## config.mk

```make
export PLATFORM = sky130hd
export DESIGN_NAME = maze_all_paths_search
export DESIGN_NICKNAME = d
export VERILOG_FILES = /design/src/rtl/core/maps_pkg.sv /design/src/rtl/core/maze_all_paths_search.sv
export VERILOG_INCLUDE_DIRS = /design/src /design/src/rtl/core
export SDC_FILE = /design/constraint.sdc
export NUM_CORES = 2
export LEC_CHECK = 0
export BUFFER_PORTS_ARGS = -buffer_cell sky130_fd_sc_hd__buf_2
export CORE_MARGIN = 4
export CORE_UTILIZATION = 26
export CTS_BUF_LIST = sky130_fd_sc_hd__clkbuf_4 sky130_fd_sc_hd__clkbuf_8 sky130_fd_sc_hd__clkbuf_16
export CTS_CLUSTER_SIZE = 14
export DETAILED_ROUTE_END_ITERATION = 12
export MAX_ROUTING_LAYER = met4
export PLACE_DENSITY = 0.45
export SYNTH_ARGS = -nofsm -noshare
export SYNTH_HDL_FRONTEND = slang
export SYNTH_SLANG_ARGS = --single-unit
```

## constraint.sdc

```tcl
create_clock -name i_clk -period 8.9 [get_ports i_clk]
set_input_delay 2.67 -clock i_clk [delete_from_list [all_inputs] [get_ports i_clk]]
set_output_delay 2.67 -clock i_clk [all_outputs]
set_load 0.02 [all_outputs]
```

## src/rtl/core/maze_all_paths_search_macros.svh

```systemverilog
// Assertion macros for the maze all-paths search core.
// Included by modules that check their own sequencing; needs i_clk and i_rst_n in scope.
`ifndef MAZE_ALL_PATHS_SEARCH_MACROS_SVH
`define MAZE_ALL_PATHS_SEARCH_MACROS_SVH

// Checks a property on every rising clock edge outside of reset.
`define MAPS_ASSERT(lbl, prop, msg) \
    lbl: assert property (@(posedge i_clk) disable iff (!i_rst_n) prop) else $error(msg);

// Checks that a condition implies a second one in the following cycle.
`define MAPS_ASSERT_NEXT(lbl, cond, prop, msg) \
    lbl: assert property (@(posedge i_clk) disable iff (!i_rst_n) (cond) |=> (prop)) \
        else $error(msg);

`endif

```

## src/rtl/core/maps_pkg.sv

```systemverilog
// Shared types, sizes and helper functions for the maze all-paths search core.
// No dependencies; imported by maze_all_paths_search.
package maps_pkg;

    localparam int GRID_ROWS   = 16;
    localparam int GRID_COLS   = 16;
    localparam int STACK_DEPTH = 64;

    localparam int FIELD_W = 4;
    localparam int COUNT_W = 16;
    localparam int LEN_W   = 7;
    localparam int LEN_MAX = (1 << LEN_W) - 1;

    localparam int CELLS  = GRID_ROWS * GRID_COLS;
    localparam int ROW_W  = $clog2(GRID_ROWS);
    localparam int COL_W  = $clog2(GRID_COLS);
    localparam int ADDR_W = $clog2(CELLS);
    localparam int SP_W   = $clog2(STACK_DEPTH);
    localparam int FILL_W = $clog2(STACK_DEPTH + 2);
    localparam int DIR_W  = 3;

    localparam logic CMD_LOAD   = 1'b0;
    localparam logic CMD_SEARCH = 1'b1;

    typedef enum logic [1:0] {
        CELL_OPEN = 2'd0,
        CELL_WALL = 2'd1,
        CELL_PATH = 2'd2
    } t_cell;

    typedef enum logic [DIR_W-1:0] {
        DIR_UP    = 3'd0,
        DIR_RIGHT = 3'd1,
        DIR_DOWN  = 3'd2,
        DIR_LEFT  = 3'd3,
        DIR_DONE  = 3'd4
    } t_dir;

    typedef enum logic [2:0] {
        S_IDLE,
        S_START_RD,
        S_START_CHK,
        S_EXAMINE,
        S_NB_CHK,
        S_POP,
        S_RESTORE,
        S_DONE
    } t_state;

    typedef struct packed {
        logic [ROW_W-1:0] row;
        logic [COL_W-1:0] col;
        t_dir             dir;
    } t_frame;

    typedef struct packed {
        logic               command;
        logic [FIELD_W-1:0] cell_row;
        logic [FIELD_W-1:0] cell_col;
        logic               cell_blocked;
        logic [FIELD_W-1:0] start_row;
        logic [FIELD_W-1:0] start_col;
        logic [FIELD_W-1:0] exit_row;
        logic [FIELD_W-1:0] exit_col;
    } t_in_item;

    typedef struct packed {
        logic               found;
        logic [COUNT_W-1:0] path_count;
        logic [LEN_W-1:0]   shortest_length;
        logic [COUNT_W-1:0] shortest_order;
        logic               stack_overflow;
    } t_out_item;

    // Linear grid address of a cell, row major.
    function automatic logic [ADDR_W-1:0] cell_addr(input logic [ROW_W-1:0] row,
                                                    input logic [COL_W-1:0] col);
        logic [ADDR_W-1:0] base;
        base = ADDR_W'(row) * ADDR_W'(GRID_COLS);
        return base + ADDR_W'(col);
    endfunction

endpackage

```

## src/rtl/core/maze_all_paths_search.sv

```systemverilog
// Maze all-paths search core: grid memory, path stack memory and the walk sequencer.
// Depends on maps_pkg and maze_all_paths_search_macros.svh.
//
// This block holds a GRID_ROWS x GRID_COLS maze and counts every simple path from a
// start cell to an exit cell by depth-first backtracking. A load transaction
// (command 0) writes one cell as open or wall; cells that were
// never loaded read as walls, and no result is returned for a load. A search
// transaction (command 1) walks the maze, trying up, right, down and left in that
// order, and returns one result transaction: whether the exit was reached, the
// saturating path count, the cell count of the first shortest path with its order
// number, and a flag that is set when a push was refused because the path stack of
// STACK_DEPTH cells was full. The input side stalls for the whole search. After a
// search is accepted, the start cell is read and then checked. Every direction tried
// from a cell then has its neighbor address issued, then the registered grid read
// examined. Every backtrack finds the cell finished or at the exit, releases it, then
// reads the parent frame back from the stack memory; the last backtrack, off the
// start cell, skips that read. A done state then hands off the result. The grid
// and stack memories have registered reads. The top of the path stack lives in
// registers so that only the frames below it sit in memory. A finished result waits
// in an output register until taken, and the next transaction is accepted meanwhile;
// only a second search result must wait for it.
module maze_all_paths_search
    import maps_pkg::*;
(
    input  logic      i_clk,
    input  logic      i_rst_n,
    input  logic      i_in_valid,
    output logic      o_in_stall,
    input  t_in_item  i_in_item,
    output logic      o_out_valid,
    input  logic      i_out_stall,
    output t_out_item o_out_item
);

    // Sequencer and search bookkeeping.
    t_state             r_state, n_state;
    logic [FILL_W-1:0]  r_fill, n_fill;
    logic [COUNT_W-1:0] r_paths, n_paths;
    logic [FILL_W-1:0]  r_best_len, n_best_len;
    logic [COUNT_W-1:0] r_best_order, n_best_order;
    logic               r_ovf, n_ovf;

    // Search operands and the frame at the top of the stack.
    logic [FIELD_W-1:0] r_start_row, n_start_row;
    logic [FIELD_W-1:0] r_start_col, n_start_col;
    logic [FIELD_W-1:0] r_exit_row, n_exit_row;
    logic [FIELD_W-1:0] r_exit_col, n_exit_col;
    t_frame             r_top, n_top;
    logic [ROW_W-1:0]   r_nb_row, n_nb_row;
    logic [COL_W-1:0]   r_nb_col, n_nb_col;
    logic               r_nb_in, n_nb_in;

    // Result register.
    logic               r_out_valid, n_out_valid;
    t_out_item          r_out_item, n_out_item;

    // Grid memory with one valid bit per cell; an invalid cell reads as a wall.
    t_cell              r_grid [CELLS];
    logic [CELLS-1:0]   r_cell_vld;
    t_cell              r_rd_data;
    logic               r_rd_vld;
    logic               grid_we;
    logic [ADDR_W-1:0]  grid_wa;
    t_cell              grid_wd;
    logic [ADDR_W-1:0]  grid_ra;

    // Stack memory for the frames below the top.
    t_frame             r_stack [STACK_DEPTH];
    t_frame             r_stk_rd;
    logic               stk_we;
    logic [SP_W-1:0]    stk_wa;
    logic [SP_W-1:0]    stk_ra;

    // Shared compare and step results.
    logic               in_accept;
    logic               is_search;
    logic               load_in_grid;
    logic               start_in_grid;
    logic               start_open;
    logic               at_exit;
    logic               nb_open;
    logic               stack_room;
    logic               out_free;
    logic [FILL_W-1:0]  fill_m1;
    logic [FILL_W-1:0]  fill_m2;
    logic [COUNT_W-1:0] paths_inc;
    logic               step_in;
    logic [ROW_W-1:0]   step_row;
    logic [COL_W-1:0]   step_col;

    assign o_in_stall  = (r_state != S_IDLE);
    assign in_accept   = i_in_valid && !o_in_stall;
    assign is_search   = (i_in_item.command == CMD_SEARCH);
    assign o_out_valid = r_out_valid;
    assign o_out_item  = r_out_item;
    assign out_free    = !r_out_valid || !i_out_stall;

    assign load_in_grid  = (int'(i_in_item.cell_row) < GRID_ROWS) &&
                           (int'(i_in_item.cell_col) < GRID_COLS);
    assign start_in_grid = (int'(r_start_row) < GRID_ROWS) && (int'(r_start_col) < GRID_COLS);
    assign start_open    = start_in_grid && r_rd_vld && (r_rd_data == CELL_OPEN);
    assign nb_open       = r_nb_in && r_rd_vld && (r_rd_data == CELL_OPEN);
    assign at_exit       = (int'(r_top.row) == int'(r_exit_row)) &&
                           (int'(r_top.col) == int'(r_exit_col));
    assign stack_room    = (int'(r_fill) < STACK_DEPTH);
    assign fill_m1       = r_fill - FILL_W'(1);
    assign fill_m2       = r_fill - FILL_W'(2);
    assign paths_inc     = (r_paths == '1) ? r_paths : r_paths + COUNT_W'(1);

    // Neighbor of the top cell in the direction under test; off-grid means wall.
    always_comb begin
        step_row = r_top.row;
        step_col = r_top.col;
        step_in  = 1'b0;
        case (r_top.dir)
            DIR_UP: begin
                step_row = r_top.row - ROW_W'(1);
                step_in  = (r_top.row != '0);
            end
            DIR_RIGHT: begin
                step_col = r_top.col + COL_W'(1);
                step_in  = (int'(r_top.col) != GRID_COLS - 1);
            end
            DIR_DOWN: begin
                step_row = r_top.row + ROW_W'(1);
                step_in  = (int'(r_top.row) != GRID_ROWS - 1);
            end
            DIR_LEFT: begin
                step_col = r_top.col - COL_W'(1);
                step_in  = (r_top.col != '0);
            end
            default: begin
                step_in = 1'b0;
            end
        endcase
    end

    // Next state of the sequencer.
    always_comb begin
        n_state = r_state;
        case (r_state)
            S_IDLE: begin
                if (in_accept && is_search) begin
                    n_state = S_START_RD;
                end
            end
            S_START_RD: begin
                n_state = S_START_CHK;
            end
            S_START_CHK: begin
                n_state = start_open ? S_EXAMINE : S_DONE;
            end
            S_EXAMINE: begin
                if (at_exit || (r_top.dir == DIR_DONE)) begin
                    n_state = S_POP;
                end else begin
                    n_state = S_NB_CHK;
                end
            end
            S_NB_CHK: begin
                n_state = S_EXAMINE;
            end
            S_POP: begin
                n_state = (fill_m1 == '0) ? S_DONE : S_RESTORE;
            end
            S_RESTORE: begin
                n_state = S_EXAMINE;
            end
            S_DONE: begin
                if (out_free) begin
                    n_state = S_IDLE;
                end
            end
            default: begin
                n_state = S_IDLE;
            end
        endcase
    end

    // Datapath control and next register values.
    always_comb begin
        n_fill       = r_fill;
        n_paths      = r_paths;
        n_best_len   = r_best_len;
        n_best_order = r_best_order;
        n_ovf        = r_ovf;
        n_start_row  = r_start_row;
        n_start_col  = r_start_col;
        n_exit_row   = r_exit_row;
        n_exit_col   = r_exit_col;
        n_top        = r_top;
        n_nb_row     = r_nb_row;
        n_nb_col     = r_nb_col;
        n_nb_in      = r_nb_in;
        n_out_item   = r_out_item;
        n_out_valid  = r_out_valid && i_out_stall;
        grid_we      = 1'b0;
        grid_wa      = cell_addr(r_top.row, r_top.col);
        grid_wd      = CELL_OPEN;
        grid_ra      = cell_addr(step_row, step_col);
        stk_we       = 1'b0;
        stk_wa       = fill_m1[SP_W-1:0];
        stk_ra       = fill_m2[SP_W-1:0];

        case (r_state)
            S_IDLE: begin
                if (in_accept && !is_search) begin
                    grid_we = load_in_grid;
                    grid_wa = cell_addr(ROW_W'(i_in_item.cell_row), COL_W'(i_in_item.cell_col));
                    grid_wd = i_in_item.cell_blocked ? CELL_WALL : CELL_OPEN;
                end else if (in_accept) begin
                    n_start_row  = i_in_item.start_row;
                    n_start_col  = i_in_item.start_col;
                    n_exit_row   = i_in_item.exit_row;
                    n_exit_col   = i_in_item.exit_col;
                    n_fill       = '0;
                    n_paths      = '0;
                    n_best_len   = FILL_W'(STACK_DEPTH + 1);
                    n_best_order = '0;
                    n_ovf        = 1'b0;
                end
            end
            S_START_RD: begin
                grid_ra = cell_addr(ROW_W'(r_start_row), COL_W'(r_start_col));
            end
            S_START_CHK: begin
                if (start_open) begin
                    n_top.row = ROW_W'(r_start_row);
                    n_top.col = COL_W'(r_start_col);
                    n_top.dir = DIR_UP;
                    n_fill    = FILL_W'(1);
                    grid_we   = 1'b1;
                    grid_wa   = cell_addr(ROW_W'(r_start_row), COL_W'(r_start_col));
                    grid_wd   = CELL_PATH;
                end
            end
            S_EXAMINE: begin
                if (at_exit) begin
                    // Reaching the exit counts one path; the first shortest one wins ties.
                    n_paths = paths_inc;
                    if (r_fill < r_best_len) begin
                        n_best_len   = r_fill;
                        n_best_order = paths_inc;
                    end
                end else if (r_top.dir != DIR_DONE) begin
                    n_nb_row  = step_row;
                    n_nb_col  = step_col;
                    n_nb_in   = step_in;
                    n_top.dir = t_dir'(r_top.dir + DIR_W'(1));
                end
            end
            S_NB_CHK: begin
                if (nb_open && stack_room) begin
                    stk_we    = 1'b1;
                    grid_we   = 1'b1;
                    grid_wa   = cell_addr(r_nb_row, r_nb_col);
                    grid_wd   = CELL_PATH;
                    n_top.row = r_nb_row;
                    n_top.col = r_nb_col;
                    n_top.dir = DIR_UP;
                    n_fill    = r_fill + FILL_W'(1);
                end else if (nb_open) begin
                    n_ovf = 1'b1;
                end
            end
            S_POP: begin
                grid_we = 1'b1;
                grid_wd = CELL_OPEN;
                n_fill  = fill_m1;
            end
            S_RESTORE: begin
                n_top = r_stk_rd;
            end
            S_DONE: begin
                if (out_free) begin
                    n_out_valid                = 1'b1;
                    n_out_item.found           = (r_paths != '0);
                    n_out_item.path_count      = r_paths;
                    n_out_item.stack_overflow  = r_ovf;
                    n_out_item.shortest_order  = (r_paths != '0) ? r_best_order : '0;
                    n_out_item.shortest_length = '0;
                    if (r_paths != '0) begin
                        n_out_item.shortest_length = (int'(r_best_len) > LEN_MAX) ?
                            LEN_W'(LEN_MAX) : LEN_W'(r_best_len);
                    end
                end
            end
            default: begin
                grid_we = 1'b0;
            end
        endcase
    end

    // Control registers.
    always_ff @(posedge i_clk) begin
        if (!i_rst_n) begin
            r_state      <= S_IDLE;
            r_fill       <= '0;
            r_paths      <= '0;
            r_best_len   <= FILL_W'(STACK_DEPTH + 1);
            r_best_order <= '0;
            r_ovf        <= 1'b0;
            r_out_valid  <= 1'b0;
            r_cell_vld   <= '0;
        end else begin
            r_state      <= n_state;
            r_fill       <= n_fill;
            r_paths      <= n_paths;
            r_best_len   <= n_best_len;
            r_best_order <= n_best_order;
            r_ovf        <= n_ovf;
            r_out_valid  <= n_out_valid;
            if (grid_we) begin
                r_cell_vld[grid_wa] <= 1'b1;
            end
        end
    end

    // Payload registers.
    always_ff @(posedge i_clk) begin
        r_start_row <= n_start_row;
        r_start_col <= n_start_col;
        r_exit_row  <= n_exit_row;
        r_exit_col  <= n_exit_col;
        r_top       <= n_top;
        r_nb_row    <= n_nb_row;
        r_nb_col    <= n_nb_col;
        r_nb_in     <= n_nb_in;
        r_out_item  <= n_out_item;
    end

    // Grid memory: one write and one registered read per cycle.
    always_ff @(posedge i_clk) begin
        if (grid_we) begin
            r_grid[grid_wa] <= grid_wd;
        end
        r_rd_data <= r_grid[grid_ra];
        r_rd_vld  <= r_cell_vld[grid_ra];
    end

    // Stack memory: the top frame is pushed down on every advance.
    always_ff @(posedge i_clk) begin
        if (stk_we) begin
            r_stack[stk_wa] <= r_top;
        end
        r_stk_rd <= r_stack[stk_ra];
    end

`include "maze_all_paths_search_macros.svh"

    `MAPS_ASSERT(a_fill_bounded, (int'(r_fill) <= STACK_DEPTH), "stack fill beyond depth")
    `MAPS_ASSERT(a_examine_nonempty, ((r_state == S_EXAMINE) |-> (r_fill != '0)), "empty stack examined")
    `MAPS_ASSERT(a_result_from_done, ($rose(r_out_valid) |-> $past(r_state == S_DONE)), "result outside done")
    `MAPS_ASSERT_NEXT(a_push_grows, ((r_state == S_NB_CHK) && stk_we), (r_fill == $past(r_fill) + FILL_W'(1)), "push did not grow stack")

endmodule
```

-- Yosys cells after proc, flatten, opt, wreduce, memory -nomap -nowiden
Memories as Yosys holds them, arrays and structs flattened. A register that Yosys moved wholly into a read port is not among the register bits.
Index checks and enable logic that the tools add are counted.
- logic and storage cells: 180
- bits in writable memories: 1216
- register bits: 385
- output and inout bits: 43
- memories: 2
- input bits: 30
- bitwise gates (word level): 3
- $add $sub $neg: 14
- muxes and demuxes: 63
- order comparisons: 5
- eq/ne operators: 29
- reductions and logical operators: 40
- memory list (name ; depth ; bits a word ; rd ports ; clocked after Yosys merged registers in ; write ports ; RTL line ; text):
    r_stack ; 64 ; 11 ; 1 ; 1 ; 1 ; maze_all_paths_search.sv:68 ; t_frame r_stack [STACK_DEPTH];
    r_grid ; 256 ; 2 ; 1 ; 1 ; 1 ; maze_all_paths_search.sv:58 ; t_cell r_grid [CELLS];
- operators by type and width (operator ; count):
    $or 256x256->256 ; 1
    $mux 16 ; 6
    $pmux 16 s2 ; 2
    $mux 7 ; 8
    $pmux 8 s3 ; 2
    $add 8x4->8 ; 5
    $mux 8 ; 4
    $pmux 7 s4 ; 1
    $ne 2x2->1 const B ; 12
    $mux 11 ; 2
    $pmux 3 s7 ; 1
    $mux 1 ; 20
    $reduce_and 5->1 ; 4
    $lt 8x9->1 const B ; 2
    $add 16x1->16 const B ; 1
    $eq 16x16->1 const B ; 1
    $pmux 4 s2 ; 2
    $reduce_bool 16->1 ; 1
    $reduce_bool 4->1 ; 4
    $eq 3x3->1 const B ; 5
    $mux 3 ; 5
    $pmux 7 s2 ; 1
    $eq 3x2->1 const B ; 4
    $pmux 3 s4 ; 1
    32 further kinds ; 59

-- Logic depth before layout (Yosys ltp)
- depth in word-level cells: 11
- mapped depth: 20
- depth with buffers taken out: 15

-- Worst setup path before layout
OpenSTA, ideal clock, no wires.
- path type: input -> register
- from: input i_in_item[25] (netlist name)
- to: memory r_grid[0][0] (netlist name), data pin
- cell stages on the path: 2
- arrival: 6393 ps
- buffers on the path: 0
- slack: 1641 ps
- library setup time: 867 ps
- required time: 8033 ps
- path through: nor3b_2 > and2_1
- longest elaborated chain between the ends: 4
- RTL lines (element ; RTL line ; text):
    start: declaration ; maze_all_paths_search.sv:29 ; input t_in_item i_in_item,
    $logic_not 1->1 ; maze_all_paths_search.sv:207 ; if (in_accept && !is_search) begin
    $logic_and 1x1->1 ; maze_all_paths_search.sv:207 ;
    $mux 1 ; maze_all_paths_search.sv:207 ;
    $pmux 2 s3 ; maze_all_paths_search.sv:205 ; case (r_state)
    named net grid_wd[0] ; maze_all_paths_search.sv:64 ; t_cell grid_wd;
    end: declaration ; maze_all_paths_search.sv:58 ;
The timed path passes the listed nets, and every way through them passes these cells.

-- Worst setup path in the final report
- from: register r_top[0] (netlist name)
- to: register r_rd_vld
- longest elaborated chain between the ends: 6
- elaborated cells on any way between the ends: 10
- classes of those cells: 1 x add/sub; 3 x eq/ne; 5 x mux; 1 x reduce/logical
- RTL lines (element ; RTL line ; text):
    start: declaration ; maze_all_paths_search.sv:48 ; t_frame r_top, n_top;
    start signal: assignment ; maze_all_paths_search.sv:325 ; r_top <= n_top;
    $eq 3x2->1, or another cell as far along ; maze_all_paths_search.sv:115 ; case (r_top.dir)
    $pmux 4 s2 ; maze_all_paths_search.sv:115 ;
    $add 8x4->8 * ; maps_pkg.sv:80 ; return base + ADDR_W'(col);
    $mux 8 * ; maze_all_paths_search.sv:205 ;
    $bmux 1 s8 * ; maze_all_paths_search.sv:338 ; r_rd_vld <= r_cell_vld[grid_ra];
    $mux 1 (implied by the code) * ; maze_all_paths_search.sv:338 ;
    end signal: assignment ; maze_all_paths_search.sv:338 ;
    end: declaration ; maze_all_paths_search.sv:61 ; logic r_rd_vld;
Every way passes the cells marked *; elsewhere a longest branch is shown, timed or not. The select of a mux whose other input is x is not followed.
A chain may end at the register's enable or synchronous reset.

==> results.md <==
Pwr:
- Of the total power, registers draw 0.389.
- The cell area power density is 296 nW/µm².
- The fraction of power consumed by combinational cells is 0.290.
- The total power of the final layout is 22.1 mW.
- The share of total power in the clock network is 0.321.
- For this design the total switching power over the nets is 7.46 mW.
- Across the VDD grid, the largest voltage drop is 0.194 mV.
- The internal power of the cells totals 14.6 mW.
- The switching power share of the total is 0.337.
- The total leakage power is 23.9 nW.

Yosys:
- The share of flip-flops with an asynchronous set or reset is 0.
- The share of the synthesized area in compound gates (AO/OA/AOI/OAI) came to 0.0567.
- The yosys synthesis warning count is 0.
- The post-synthesis sequential area ratio is 0.698.
- The number of enable-type register cells in the synthesized netlist is 1,293.
- The portion of netlist area occupied by mux cells is 0.115.
- The parity-gate share of the synthesized area counting xor and xnor cells is 0.00473.
- Of the total synthesized cell area, the portion taken by full adders, half adders and majority gates is 0.00474.
- The share of synthesized cell area in and, or, nand and nor gates is 0.0999.
- The number of nets handed over by synthesis was 4,409.
- The synthesized netlist contains 84 unique library cells.
- The dominant combinational cell family by area after synthesis is multiplexers.
- In this run the cell area of the synthesized design comes to 64,900 µm².
- The synthesis-stage register bit count is 1,614.
- Averaged over all synthesized cells, the footprint is 14.9 µm².
- In the synthesized netlist the dominant register cell turns out to be sky130_fd_sc_hd__edfxtp_1.
- The post-synthesis instance total is 4,355.

GRT:
- The total routing usage reported by global routing is 0.151.
- Entering global routing, the biggest net connects 156 pins.
- The via count of the first global-routing pass was 38,200.
- The aggregate global routing overflow is 0.
- The number of antenna violations at the first check in global routing is 3.
- The first global-routing pass estimated 279,000 µm of wire.

Finish:
- In the final design database the tool counted 4,476 nets.
- In the final layout, the share of cells above drive strength 1 is 0.181.
- The synthesis-to-layout area growth is 15.3%.
- In the layout the commonest cells are sky130_fd_sc_hd__edfxtp_1, sky130_fd_sc_hd__nand2_1, sky130_fd_sc_hd__nor2_1.
- The most frequent standard cell in the layout excluding fill and tap cells is sky130_fd_sc_hd__edfxtp_1.

STA:
- In the final timing run, aggregate negative setup slack is 0 ps.
- Of the available clock period, the critical path in the final layout requires 0.681.
- For the pin with the worst max-slew slack, the measured transition is 1230 ps.
- The count of pins over their slew limit is 0.
- Setup repair after global routing left no endpoint under its margin.
- The fmax is 165 MHz.
- The hold violation total from the final report came to 0.
- After layout, the minimum clock period comes to 6060 ps.
- For the final database, setup skew stands at 27.9 ps.
- Setup violations remaining at the end of the flow were counted as 0.
- The relative max-transition margin is 0.178.

Place:
- Routability-driven placement finished with a final weighted congestion of 0.809.
- The number of port buffers is 72.
- The total half-perimeter wirelength after legalization and detailed placement is 113,000 µm.

Clock network:
- The number of buffers added by the clock tree synthesis step is 163.
- The H-tree was split into 4 levels.
- The hold buffer count at cts is 0.
- The total of cells resized after clock tree synthesis is 0.
- The largest buffer count on any clock path is 3.
- The cell sitting at the root of the clock tree is a sky130_fd_sc_hd__clkbuf_16.
- The register clock-pin slew on the reported worst setup and hold paths is 70 ps.
- The latest clock arrival within the worst-skew pair is 790 ps.
- The clock net in this run drives a total of 1,614 sinks.
- The TritonCTS clock tree is done.
- The setup fix buffers added after clock tree synthesis is 0.

Detailed routing:
- Wires add up to 191,000 µm.
- Dividing the detail-routed wire length by the instance count gives 24.2 µm.
- The first routing iteration left 3,256 violations.
- The first TritonRoute pass finished after 5 iterations.
- The via count is 37,600.
- In the routed design, unresolved DRC markers number 0.
- The per-cell via count in the routed design is 4.77.
- The final antenna-violating net count is 0.

Flow run:
- Max-cap violations in this run came to 0.

Status:
- The run finished with clean final reports.

Setup path:
- At the worst endpoint, the arrival time is 6700 ps.
- The type of the setup path with the least slack is reg2reg.
- Counting cells, the worst reg-to-reg path comes to 15.
- STA classifies the critical path startpoint as a flop.
- In this run the worst path has a maximum fanout of 44.
- The kind of capture point of the worst setup path is a flop.
- For the worst setup path, the data required time is 9540 ps.

Floorplanning:
- The starting density of the core is 0.261.
- The width of the die is 508 µm.
- The core region is 248,000 µm².
- Pin placement for this block handled 73 I/O pins.
- The floorplan die height is 508 µm.
- The floorplan has 183 rows.
- The die covers 258,000 µm².

Min path:
- The type of the worst min-delay path is reg2reg.
- Counting instances, the worst hold path has a depth of 1.
## state kept, by name, indices dropped and copies added, names as in the netlist, 3 cells and up
register / count
r_stack: 704
r_grid: 512
r_cell_vld: 256
o_out_item: 41
r_best_order: 16
r_paths: 16
r_stk_rd: 11
r_top: 11
r_best_len: 7
r_fill: 7
r_exit_col: 4
r_exit_row: 4
r_nb_col: 4
r_nb_row: 4
r_start_col: 4
r_start_row: 4
r_state: 3
## cells in the mapped netlist, types with 13 or more instances
library cell,n,area share
sky130_fd_sc_hd__edfxtp_1,1293,0.60
sky130_fd_sc_hd__nand2_1,553,0.032
sky130_fd_sc_hd__nor2_1,528,0.031
sky130_fd_sc_hd__dfxtp_1,321,0.099
sky130_fd_sc_hd__mux4_2,299,0.10
sky130_fd_sc_hd__o21a_1,199,0.023
sky130_fd_sc_hd__nand3_1,186,0.014
sky130_fd_sc_hd__clkbuf_1,131,0.0076
sky130_fd_sc_hd__buf_2,96,0.0074
sky130_fd_sc_hd__mux2i_1,72,0.011
sky130_fd_sc_hd__a21oi_1,60,0.0046
sky130_fd_sc_hd__and3_1,58,0.0056
sky130_fd_sc_hd__a311oi_1,42,0.0057
sky130_fd_sc_hd__and2_1,42,0.0041
sky130_fd_sc_hd__o21ai_0,39,0.0030
sky130_fd_sc_hd__nor2b_1,29,0.0028
sky130_fd_sc_hd__a31oi_1,27,0.0026
sky130_fd_sc_hd__nor3_1,27,0.0021
sky130_fd_sc_hd__inv_1,24,0.0014
sky130_fd_sc_hd__buf_1,23,0.0013
sky130_fd_sc_hd__ha_1,23,0.0044
sky130_fd_sc_hd__xor2_1,23,0.0031
sky130_fd_sc_hd__buf_4,22,0.0025
sky130_fd_sc_hd__nand4_1,20,0.0019
sky130_fd_sc_hd__a211oi_1,18,0.0021
sky130_fd_sc_hd__o22ai_1,13,0.0013
## per-layer routing
| metal | share of wire | global-route usage |
|---|---|---|
| met1 | 0.44 | 0.199 |
| met4 | 0.024 | 0.0374 |
| met3 | 0.043 | 0.0211 |
| met5 | 0 | - |
| met2 | 0.49 | 0.246 |
## cell families (layout without fill, tap and decap cells)
logic type	after synthesis	in the layout
other	0	2
muxes	374	374
AOI/OAI and AO/OA	506	506
buffers and inverters	301	505
DFF	1614	1614
and+or+nand+nor	1501	1501
xor gates and xnor gates	35	35
adders and majority gates	24	24
## worst max-delay path, stage by stage (launching register included)
cell and delay (ps):
sky130_fd_sc_hd__edfxtp_1 1060, sky130_fd_sc_hd__buf_4 510, sky130_fd_sc_hd__ha_1 240, sky130_fd_sc_hd__ha_1 380, sky130_fd_sc_hd__xor2_1 120, sky130_fd_sc_hd__ha_1 290, sky130_fd_sc_hd__o21ai_0 190, sky130_fd_sc_hd__a31oi_4 250
sky130_fd_sc_hd__buf_4 610, sky130_fd_sc_hd__mux4_2 430, sky130_fd_sc_hd__mux2_2 290, sky130_fd_sc_hd__a222oi_1 850, sky130_fd_sc_hd__and3_1 260, sky130_fd_sc_hd__nand4_1 160, sky130_fd_sc_hd__o211ai_1 140, sky130_fd_sc_hd__a31oi_1 60
## power by group through the flow
stage | clock (mW) | combinational, mW | sequential [mW]
final | 7.09 | 6.42 | 8.59
after global placement | 0 | 6.52 | 8.76
after detailed placement | 0 | 6.52 | 8.76
after floorplan | 0 | 3.93 | 8.82
after global routing | 7.60 | 6.86 | 8.60
after CTS | 7.26 | 6.53 | 8.60
## through the flow
step	cell area, µm²	util	setup slack (ps)	cells	hold slack [ps]
6_report	74800	0.301	2840	7891	458
5_1_grt	74800	0.301	2380	7890	474
4_1_cts	74700	0.301	2740	7888	460
3_5_place_dp	69300	0.279	2580	7586	445
3_3_place_gp	69300	0.279	2600	7586	443
2_1_floorplan	64900	-	1640	4355	406
## final cells by class
type	count	area [µm²]
well taps	3330	4170
clock buffers	220	4640
clock inverters	82	853
inverters	25	96.3
multi-input cells	2440	18500
flip-flops and latches	1614	45300
fillers	24800	174000
repair buffers	178	1280
diodes	2	5.00
## worst paths after layout
path | start | endpoint | slack, ps
max | r_top[0]$_DFFE_PP_ | r_rd_vld$_DFF_P_ | 2840
min | r_cell_vld[45]$_SDFFE_PN0P_ | r_cell_vld[45]$_SDFFE_PN0P_ | 460
max reg2reg | r_top[0]$_DFFE_PP_ | r_rd_vld$_DFF_P_ | 2840
min reg2reg | r_cell_vld[45]$_SDFFE_PN0P_ | r_cell_vld[45]$_SDFFE_PN0P_ | 460
(Power assumes the default switching activity.)
